**src/design/assert_macros.svh**
```systemverilog
// Assertion helpers shared by the design files.
`ifndef ASSERT_MACROS_SVH
`define ASSERT_MACROS_SVH

// Check a property on every rising clk edge once out of reset.
`define CDS_ASSERT(label, prop, msg) \
  label: assert property (@(posedge clk) disable iff (!rst_n) prop) else $error(msg);

// Check a property on every rising clk edge, reset included.
`define CDS_ASSERT_ALWAYS(label, prop, msg) \
  label: assert property (@(posedge clk) prop) else $error(msg);

`endif

```
**src/design/cds_pkg.sv**
```systemverilog
package cds_pkg;

  localparam int YEAR_W  = 14;
  localparam int MONTH_W = 4;
  localparam int DAY_W   = 5;
  localparam int ORD_W   = 9;
  localparam int WD_W    = 3;

  // Year shifted by 400 (and back one for January/February), and its quarter
  localparam int WY_W = 15;
  localparam int QA_W = WY_W - 2;
  localparam int QB_W = YEAR_W - 2;

  // Divide by 25 as multiply by ceil(2^17 / 25) then shift
  localparam int                RECIP_W     = 13;
  localparam logic [RECIP_W-1:0] RECIP_25   = 13'd5243;
  localparam int                RECIP_SHIFT = 17;
  localparam int                PA_W        = QA_W + RECIP_W;
  localparam int                PB_W        = QB_W + RECIP_W;
  localparam int                Q100_W      = PA_W - RECIP_SHIFT;
  localparam int                QB25_W      = PB_W - RECIP_SHIFT;

  localparam logic [WY_W-1:0] YEAR_OFFSET = 15'd400;
  localparam int              WSUM_W      = 15;
  localparam int              ZT_W        = 6;

  localparam logic [MONTH_W-1:0] MONTH_JAN       = 4'd1;
  localparam logic [MONTH_W-1:0] MONTH_FEB       = 4'd2;
  localparam logic [MONTH_W-1:0] MONTH_MAR       = 4'd3;
  localparam logic [MONTH_W-1:0] MONTH_DEC       = 4'd12;
  localparam logic [MONTH_W-1:0] MONTHS_PER_YEAR = 4'd12;

  typedef struct packed {
    logic [YEAR_W-1:0]  year;
    logic [MONTH_W-1:0] month;
    logic [DAY_W-1:0]   day;
    logic [WY_W-1:0]    wy;
    logic [PA_W-1:0]    pa;
    logic [PB_W-1:0]    pb;
  } s1_t;

  typedef struct packed {
    logic [YEAR_W-1:0]  year;
    logic [MONTH_W-1:0] month;
    logic [DAY_W-1:0]   day;
    logic               leap;
    logic [WSUM_W-1:0]  wsum;
  } s2_t;

  typedef struct packed {
    logic [YEAR_W-1:0]  next_year;
    logic [MONTH_W-1:0] next_month;
    logic [DAY_W-1:0]   next_day;
    logic [YEAR_W-1:0]  prev_year;
    logic [MONTH_W-1:0] prev_month;
    logic [DAY_W-1:0]   prev_day;
    logic [ORD_W-1:0]   ordinal_day;
    logic [WD_W-1:0]    weekday;
  } res_t;

  // Common-year month length; codes outside 1..12 count as 31 days
  function automatic logic [DAY_W-1:0] month_len(input logic [MONTH_W-1:0] m);
    logic [DAY_W-1:0] len;
    case (m)
      4'd2:                 len = 5'd28;
      4'd4, 4'd6, 4'd9, 4'd11: len = 5'd30;
      default:              len = 5'd31;
    endcase
    return len;
  endfunction

  // Days in the months before m in a common year
  function automatic logic [ORD_W-1:0] cum_days(input logic [MONTH_W-1:0] m);
    logic [ORD_W-1:0] c;
    case (m)
      4'd0, 4'd1: c = 9'd0;
      4'd2:       c = 9'd31;
      4'd3:       c = 9'd59;
      4'd4:       c = 9'd90;
      4'd5:       c = 9'd120;
      4'd6:       c = 9'd151;
      4'd7:       c = 9'd181;
      4'd8:       c = 9'd212;
      4'd9:       c = 9'd243;
      4'd10:      c = 9'd273;
      4'd11:      c = 9'd304;
      4'd12:      c = 9'd334;
      4'd13:      c = 9'd365;
      4'd14:      c = 9'd396;
      default:    c = 9'd427;
    endcase
    return c;
  endfunction

  // (13 * wm + 8) / 5 for the shifted month
  function automatic logic [ZT_W-1:0] zeller_term(input logic [MONTH_W-1:0] wm);
    logic [ZT_W-1:0] t;
    case (wm)
      4'd0:    t = 6'd1;
      4'd1:    t = 6'd4;
      4'd2:    t = 6'd6;
      4'd3:    t = 6'd9;
      4'd4:    t = 6'd12;
      4'd5:    t = 6'd14;
      4'd6:    t = 6'd17;
      4'd7:    t = 6'd19;
      4'd8:    t = 6'd22;
      4'd9:    t = 6'd25;
      4'd10:   t = 6'd27;
      4'd11:   t = 6'd30;
      4'd12:   t = 6'd32;
      4'd13:   t = 6'd35;
      4'd14:   t = 6'd38;
      default: t = 6'd40;
    endcase
    return t;
  endfunction

endpackage

```
**src/design/cds_recip_stage.sv**
```systemverilog
`include "assert_macros.svh"

module cds_recip_stage (
  input  logic                         clk,
  input  logic                         rst_n,
  input  logic                         up_valid,
  input  logic [cds_pkg::YEAR_W-1:0]   up_year,
  input  logic [cds_pkg::MONTH_W-1:0]  up_month,
  input  logic [cds_pkg::DAY_W-1:0]    up_day,
  output logic                         up_ready,
  output logic                         dn_valid,
  output cds_pkg::s1_t                 dn_data,
  input  logic                         dn_ready
);
  import cds_pkg::*;

  logic            valid_r;
  s1_t             data_r;
  s1_t             data_nxt;
  logic            jan_feb;
  logic [QA_W-1:0] qa;
  logic [QB_W-1:0] qb;

  assign up_ready = !valid_r || dn_ready;
  assign dn_valid = valid_r;
  assign dn_data  = data_r;

  always_comb begin
    jan_feb        = (up_month == MONTH_JAN) || (up_month == MONTH_FEB);
    data_nxt.year  = up_year;
    data_nxt.month = up_month;
    data_nxt.day   = up_day;
    data_nxt.wy    = WY_W'(up_year) + YEAR_OFFSET - WY_W'(jan_feb);
    qa             = data_nxt.wy[WY_W-1:2];
    qb             = up_year[YEAR_W-1:2];
    data_nxt.pa    = PA_W'(qa) * PA_W'(RECIP_25);
    data_nxt.pb    = PB_W'(qb) * PB_W'(RECIP_25);
  end

  always_ff @(posedge clk) begin
    if (!rst_n) begin
      valid_r <= 1'b0;
    end else if (up_ready) begin
      valid_r <= up_valid;
    end
  end

  always_ff @(posedge clk) begin
    if (up_ready && up_valid) begin
      data_r <= data_nxt;
    end
  end

  `CDS_ASSERT(a_s1_hold, valid_r && !dn_ready |=> valid_r && $stable(data_r), "stage 1 lost a held item")

endmodule

```
**src/design/cds_leap_stage.sv**
```systemverilog
`include "assert_macros.svh"

module cds_leap_stage (
  input  logic         clk,
  input  logic         rst_n,
  input  logic         up_valid,
  input  cds_pkg::s1_t up_data,
  output logic         up_ready,
  output logic         dn_valid,
  output cds_pkg::s2_t dn_data,
  input  logic         dn_ready
);
  import cds_pkg::*;

  logic                valid_r;
  s2_t                 data_r;
  s2_t                 data_nxt;
  logic [Q100_W-1:0]   q100;
  logic [QB25_W-1:0]   q25;
  logic [QB_W-1:0]     qb;
  logic [QB_W-1:0]     rem25;
  logic                jan_feb;
  logic [MONTH_W-1:0]  wm;

  assign up_ready = !valid_r || dn_ready;
  assign dn_valid = valid_r;
  assign dn_data  = data_r;

  always_comb begin
    q100    = up_data.pa[PA_W-1:RECIP_SHIFT];
    q25     = up_data.pb[PB_W-1:RECIP_SHIFT];
    qb      = up_data.year[YEAR_W-1:2];
    rem25   = qb - QB_W'(QB_W'(q25) * QB_W'(25));
    jan_feb = (up_data.month == MONTH_JAN) || (up_data.month == MONTH_FEB);
    wm      = jan_feb ? (up_data.month + MONTHS_PER_YEAR) : up_data.month;

    data_nxt.year  = up_data.year;
    data_nxt.month = up_data.month;
    data_nxt.day   = up_data.day;
    // divisible by 4, and not by 100 unless by 400
    data_nxt.leap  = (up_data.year[1:0] == 2'b00) &&
                     ((rem25 != '0) || (up_data.year[3:2] == 2'b00));
    data_nxt.wsum  = WSUM_W'(up_data.wy) + WSUM_W'(up_data.wy[WY_W-1:2])
                   - WSUM_W'(q100) + WSUM_W'(q100[Q100_W-1:2])
                   + WSUM_W'(zeller_term(wm)) + WSUM_W'(up_data.day);
  end

  always_ff @(posedge clk) begin
    if (!rst_n) begin
      valid_r <= 1'b0;
    end else if (up_ready) begin
      valid_r <= up_valid;
    end
  end

  always_ff @(posedge clk) begin
    if (up_ready && up_valid) begin
      data_r <= data_nxt;
    end
  end

  `CDS_ASSERT(a_leap_mult4, valid_r && data_r.leap |-> data_r.year[1:0] == 2'b00, "leap year not a multiple of four")

endmodule

```
**src/design/cds_out_stage.sv**
```systemverilog
`include "assert_macros.svh"

module cds_out_stage (
  input  logic          clk,
  input  logic          rst_n,
  input  logic          up_valid,
  input  cds_pkg::s2_t  up_data,
  output logic          up_ready,
  output logic          dn_valid,
  output cds_pkg::res_t dn_data,
  input  logic          dn_ready
);
  import cds_pkg::*;

  logic             valid_r;
  res_t             res_r;
  res_t             res_nxt;
  logic [DAY_W-1:0] cur_len;
  logic [5:0]       fold1;
  logic [3:0]       fold2;
  logic [2:0]       fold3;

  assign up_ready = !valid_r || dn_ready;
  assign dn_valid = valid_r;
  assign dn_data  = res_r;

  always_comb begin
    cur_len = month_len(up_data.month) +
              DAY_W'((up_data.month == MONTH_FEB) && up_data.leap);

    // following day
    res_nxt.next_year  = up_data.year;
    res_nxt.next_month = up_data.month;
    res_nxt.next_day   = up_data.day + DAY_W'(1);
    if (up_data.day >= cur_len) begin
      res_nxt.next_day = DAY_W'(1);
      if (up_data.month >= MONTH_DEC) begin
        res_nxt.next_year  = up_data.year + YEAR_W'(1);
        res_nxt.next_month = MONTH_JAN;
      end else begin
        res_nxt.next_month = up_data.month + MONTH_W'(1);
      end
    end

    // preceding day
    res_nxt.prev_year  = up_data.year;
    res_nxt.prev_month = up_data.month;
    res_nxt.prev_day   = up_data.day - DAY_W'(1);
    if (up_data.day <= DAY_W'(1)) begin
      if (up_data.month <= MONTH_JAN) begin
        res_nxt.prev_year  = up_data.year - YEAR_W'(1);
        res_nxt.prev_month = MONTH_DEC;
      end else begin
        res_nxt.prev_month = up_data.month - MONTH_W'(1);
      end
      res_nxt.prev_day = month_len(res_nxt.prev_month) +
                         DAY_W'((res_nxt.prev_month == MONTH_FEB) && up_data.leap);
    end

    res_nxt.ordinal_day = ORD_W'(up_data.day) + cum_days(up_data.month) +
                          ORD_W'(up_data.leap && (up_data.month >= MONTH_MAR));

    // mod 7 by summing octal digits
    fold1 = 6'(up_data.wsum[2:0]) + 6'(up_data.wsum[5:3]) + 6'(up_data.wsum[8:6])
          + 6'(up_data.wsum[11:9]) + 6'(up_data.wsum[14:12]);
    fold2 = 4'(fold1[5:3]) + 4'(fold1[2:0]);
    fold3 = 3'(fold2[3]) + fold2[2:0];
    res_nxt.weekday = (fold3 == 3'd7) ? 3'd0 : fold3;
  end

  always_ff @(posedge clk) begin
    if (!rst_n) begin
      valid_r <= 1'b0;
    end else if (up_ready) begin
      valid_r <= up_valid;
    end
  end

  always_ff @(posedge clk) begin
    if (up_ready && up_valid) begin
      res_r <= res_nxt;
    end
  end

  `CDS_ASSERT(a_wd_range, valid_r |-> res_r.weekday != 3'd7, "weekday out of range")
  `CDS_ASSERT(a_day_nonzero, valid_r |-> res_r.next_day != '0 && res_r.prev_day != '0, "zero day of month")

endmodule

```
**src/design/calendar_date_step_top.sv**
```systemverilog
// Gregorian date stepper. For each date item (year, month, day of month) it
// returns one result item holding the following day, the preceding day, the
// day number within the year and the weekday (0 is Sunday). Leap years follow
// the full Gregorian rule. The block is a three-stage pipeline: stage one
// forms the weekday year and runs two constant-reciprocal multipliers that
// divide by 25; stage two settles the leap flag and the weekday sum; stage
// three, which is also the output register, does the month roll-over, the
// day number and the reduction mod 7. It takes one item every cycle while the
// output is not stalled; an accepted item passes through the stage one, stage
// two and output registers in turn, and its result is held there until taken.
// The reciprocal multipliers in stage one set the clock period.
// A stall on the output holds each stage that has a valid item and lets empty
// stages fill, so in_stall rises only when all three stages are full and
// blocked. Month codes outside 1..12 count as 31-day months, and years wrap
// at 14 bits.
`include "assert_macros.svh"

module calendar_date_step_top (
  input  logic                         clk,
  input  logic                         rst_n,
  input  logic                         in_valid,
  output logic                         in_stall,
  input  logic [cds_pkg::YEAR_W-1:0]   in_year,
  input  logic [cds_pkg::MONTH_W-1:0]  in_month,
  input  logic [cds_pkg::DAY_W-1:0]    in_day_of_month,
  output logic                         out_valid,
  input  logic                         out_stall,
  output logic [cds_pkg::YEAR_W-1:0]   out_next_year,
  output logic [cds_pkg::MONTH_W-1:0]  out_next_month,
  output logic [cds_pkg::DAY_W-1:0]    out_next_day,
  output logic [cds_pkg::YEAR_W-1:0]   out_prev_year,
  output logic [cds_pkg::MONTH_W-1:0]  out_prev_month,
  output logic [cds_pkg::DAY_W-1:0]    out_prev_day,
  output logic [cds_pkg::ORD_W-1:0]    out_ordinal_day,
  output logic [cds_pkg::WD_W-1:0]     out_weekday
);
  import cds_pkg::*;

  logic s1_valid;
  logic s1_ready;
  s1_t  s1_data;
  logic s2_valid;
  logic s2_ready;
  s2_t  s2_data;
  logic s3_ready;
  res_t res;

  // Stage one: weekday year and divide-by-25 products
  cds_recip_stage u_recip (
    .clk      (clk),
    .rst_n    (rst_n),
    .up_valid (in_valid),
    .up_year  (in_year),
    .up_month (in_month),
    .up_day   (in_day_of_month),
    .up_ready (s1_ready),
    .dn_valid (s1_valid),
    .dn_data  (s1_data),
    .dn_ready (s2_ready)
  );

  // Stage two: leap flag and weekday sum
  cds_leap_stage u_leap (
    .clk      (clk),
    .rst_n    (rst_n),
    .up_valid (s1_valid),
    .up_data  (s1_data),
    .up_ready (s2_ready),
    .dn_valid (s2_valid),
    .dn_data  (s2_data),
    .dn_ready (s3_ready)
  );

  // Stage three: date arithmetic, held as the output register
  cds_out_stage u_out (
    .clk      (clk),
    .rst_n    (rst_n),
    .up_valid (s2_valid),
    .up_data  (s2_data),
    .up_ready (s3_ready),
    .dn_valid (out_valid),
    .dn_data  (res),
    .dn_ready (!out_stall)
  );

  // Hold the input side only when stage one cannot move on
  assign in_stall = !s1_ready;

  assign out_next_year   = res.next_year;
  assign out_next_month  = res.next_month;
  assign out_next_day    = res.next_day;
  assign out_prev_year   = res.prev_year;
  assign out_prev_month  = res.prev_month;
  assign out_prev_day    = res.prev_day;
  assign out_ordinal_day = res.ordinal_day;
  assign out_weekday     = res.weekday;

  `CDS_ASSERT(a_full_stall, s1_valid && s2_valid && out_valid && out_stall |-> in_stall, "full blocked pipeline took an item")
  `CDS_ASSERT_ALWAYS(a_reset_empty, !rst_n |=> !out_valid && !s1_valid && !s2_valid, "pipeline not empty after reset")

endmodule
```
**config.mk**
```make
export PLATFORM = sky130hd
export DESIGN_NAME = calendar_date_step_top
export DESIGN_NICKNAME = d
export VERILOG_FILES = /design/src/design/cds_pkg.sv /design/src/design/cds_recip_stage.sv /design/src/design/cds_leap_stage.sv /design/src/design/cds_out_stage.sv /design/src/design/calendar_date_step_top.sv
export VERILOG_INCLUDE_DIRS = /design/src /design/src/design
export SDC_FILE = /design/constraint.sdc
export NUM_CORES = 1
export LEC_CHECK = 0
export BUFFER_PORTS_ARGS = -buffer_cell sky130_fd_sc_hd__buf_2
export CORE_MARGIN = 2
export CORE_UTILIZATION = 50
export DETAILED_ROUTE_END_ITERATION = 6
export PLACE_DENSITY = 0.67
export SLEW_MARGIN = 20
export SYNTH_ARGS = -nofsm -noshare
export SYNTH_HDL_FRONTEND = slang
export SYNTH_SLANG_ARGS = --single-unit
```
**constraint.sdc**
```tcl
create_clock -name clk -period 15.4 [get_ports clk]
set_clock_uncertainty 0.05 [all_clocks]
set_input_delay 3.08 -clock clk [delete_from_list [all_inputs] [get_ports clk]]
set_output_delay 3.08 -clock clk [all_outputs]
set_load 0.05 [all_outputs]
```
==> summary.md <==
| Metric | Value |
|---|---|
| Total Wirelength | `31000 um` |
| Post-CTS Setup Inserts | `0` |
| Cts hold-fix bufs | `0` |
| Clock Tree Buf Depth | `2` |
| Distinct cells, synth | `67` |
| CTS buffer count | `17` |
| Die W | `185 um` |
| Hold Violations, Final | `0` |
| Initial core utilization | `50.6%` |
| Area Overhead vs Synth | `9.61%` |
| Die Ht | `185 um` |
| Final setup fails | `0` |
| WL/cell | `15.1 um` |
| CP max-delay cell | `fa_1` |
| Dominant synthesized flop cell | `edfxtp_1` |
| WS Path Type | `input port to register` |
| Post-synth EDFFs | `152` |
| Top cell type's share of synthesized area | `about 28%` |
| Rel. slew slack | `33.9%` |
| CORE AREA | `around 0.032 sq mm` |
| First-pass DRT Iterations | `6` |
| RSZ-0062 raised after global routing | `no` |
| Async set-reset flop share out of synthesis | `0%` |
| 1st-iter DRT viols | `500` |
| Total GRT Usage | `19.9%` |
| Synth Instances | `~1500` |
| Register area share after synthesis | `roughly 29%` |
| Worst setup SP type | `input port` |
| Vias in the first global route | `10987` |
| Slew @ Worst Pin | `between 900 and 1000 ps` |
| First-pass GRT wire length | `53400 um` |
| Pins over their slew limit | `0` |
| I/O Pins | `87` |
| Post-CTS sizing | `0` |
| CTS H-tree depth | `4` |
| Initial antenna violation count | `1` |
| Share of cells above drive strength 1 | `9.58%` |
| Worst-Skew Late Latency | `between 400 and 500 ps` |
| CP endpoint kind | `register` |
| Critical Path Fanout Max | `7` |
| Vias per cell | `5.09` |
| Num rows | `66` |
| Setup TNS | `0 ps` |
| Synth area leader | `edfxtp_1` |
| Fin util | `55.4%` |
| ANT cells | `0` |
| Crit share post-route | `roughly two thirds` |
| Total grt overflow | `0` |
| Critical Path RT | `15530 ps` |
| # port buffers | `86` |
| RD Place Congestion | `0.894` |
| Root buf cell | `clkbuf_16` |
| Num Clock Sinks | `164` |
| DP HPWL | `26100 um` |
| Status | `complete, no violations` |
| Fmax | `98.9 MHz` |
| Avg Inst Size Synth | `10.9 sq um` |
| Synthesis-stage register bit count | `between 150 and 200` |
| Max-cap violations | `0` |
| Die area | `0.0342 sq mm` |
| Largest net degree at the start of global routing | `59` |
| Post-route DRC | `0` |
| Clock slew at reported path FFs | `70 ps` |
| Synth warn | `0` |
| Slowest stage delay, CP | `roughly 530 ps` |
| Mapped cell area | `0.0164 sq mm` |
| Min Tclk post-route | `about 10000 ps` |
| Synth Net Count | `1972` |
| Worst EP arrival | `roughly 10000 ps` |
| Post-DRT Antenna Nets | `0` |
| Top cells by area, synth | `edfxtp_1, ha_1, fa_1` |
| Nets@finish | `between 2000 and 2500` |
| Vias | `10432` |
| Worst Hold Class | `register to register` |
| TritonCTS clock tree | `built` |
routing by layer:
layer	track usage (%)	vias up	routed length, um
met3	2.77	49	1140
met4	5.75	0	668
met1	25.3	5005	13800
met2	35.4	201	15400
met5	0	-	0
li1	-	5177	-
per-stage QoR:
step	setup WS [ps]	hold WS (ps)	std cells	cell area (sq um)
CTS	5270	412	2049	17900
detailed placement	4860	389	2017	17300
global placement	4950	390	2017	17300
finish	5290	412	2049	17900
floorplan	5670	376	1498	16400
global route	4680	432	2049	17900
path summary, 6_finish.rpt:
kind | depth (start not counted) | startpoint | slack [ps] | end
hold / removal | 0 | u_recip.dn_data[87]$_DFFE_PP_ | 410 | u_leap.dn_data[37]$_DFFE_PP_
setup / recovery | 31 | in_month[1] | 5290 | u_recip.dn_data[49]$_DFFE_PP_
setup reg to reg | 23 | u_recip.dn_data[71]$_DFFE_PP_ | 9230 | u_leap.dn_data[14]$_DFFE_PP_
hold reg to reg | 0 | u_recip.dn_data[87]$_DFFE_PP_ | 410 | u_leap.dn_data[37]$_DFFE_PP_
cells in the final DEF (no fill, tap or decap), types with 6 or more instances in the layout:
cell and count:
o21a_1 13, xor2_1 41, clkbuf_16 17, a31oi_1 6, buf_2 86, nor2b_1 12, nor2_1 59, o21ai_0 40
o31ai_1 7, a21o_1 29, or2_2 6, and2_1 8, and3_1 9, nand3_1 26, mux2_2 6, edfxtp_1 152
buf_4 7, nand2_1 39, inv_1 343, a211oi_1 6, ha_1 296, xnor2_1 60, fa_1 151, nor3_1 20
nand2b_1 7, a21oi_1 50, dfxtp_1 12
cell type report:
cell class	instances	area (sq um)
clock inverter	12	156
fill	2858	14400
sequential	164	4800
tap	442	553
clock buffer	20	447
multi-input combinational	975	10200
inverter	343	1290
timing repair buffer	93	483
synth_stat cells, types with 3 or more instances:
cell / instances
a211oi_1: 6
a21boi_0: 5
a21o_1: 29
a21oi_1: 50
a31oi_1: 6
and2_1: 8
and3_1: 9
buf_2: 6
clkbuf_1: 7
dfxtp_1: 12
edfxtp_1: 152
fa_1: 151
ha_1: 296
inv_1: 343
mux2_2: 6
mux2i_1: 5
mux4_2: 3
nand2_1: 39
nand2b_1: 7
nand3_1: 26
nand4_1: 5
nor2_1: 59
nor2b_1: 13
nor3_1: 20
nor4_1: 3
o2111ai_1: 5
o211ai_1: 5
o21a_1: 13
o21ai_0: 40
o21ai_1: 4
o21bai_1: 4
o31ai_1: 7
o41ai_1: 3
or2_2: 6
or3_1: 3
or4_1: 4
xnor2_1: 60
xor2_1: 41
sequential cells by signal, indices dropped and copies added (netlist names), named ones only:
register / count
u_leap.dn_data: 39
u_out.dn_data: 58
u_recip.dn_data: 55
u_leap.dn_valid: 1
u_recip.dn_valid: 1
u_out.dn_valid: 1
critical path, delay by kind of cell:
family | cells | cell delay (ps)
AND/OR/NAND/NOR | 4 | 690
adder cells (fa/ha/maj) | 9 | 3440
multiplexers | 1 | 300
XOR/XNOR | 2 | 200
buffers and inverters | 6 | 380
AO/OA/AOI/OAI | 9 | 2140
cell families after synthesis:
| family | after synthesis | share of synthesized area (%) |
|---|---|---|
| XOR/XNOR | 101 | 5.40 |
| flip-flops | 164 | 29.3 |
| buffers and inverters | 359 | 8.38 |
| other | 1 | 0.0229 |
| adder cells (fa/ha/maj) | 447 | 41.1 |
| multiplexers | 15 | 1.22 |
| AO/OA/AOI/OAI | 196 | 7.78 |
| AND/OR/NAND/NOR | 215 | 6.76 |
Power is left out: the tool's default activity adds up to more than one toggle a clock period on the data nets, which glitch-free logic cannot reach.
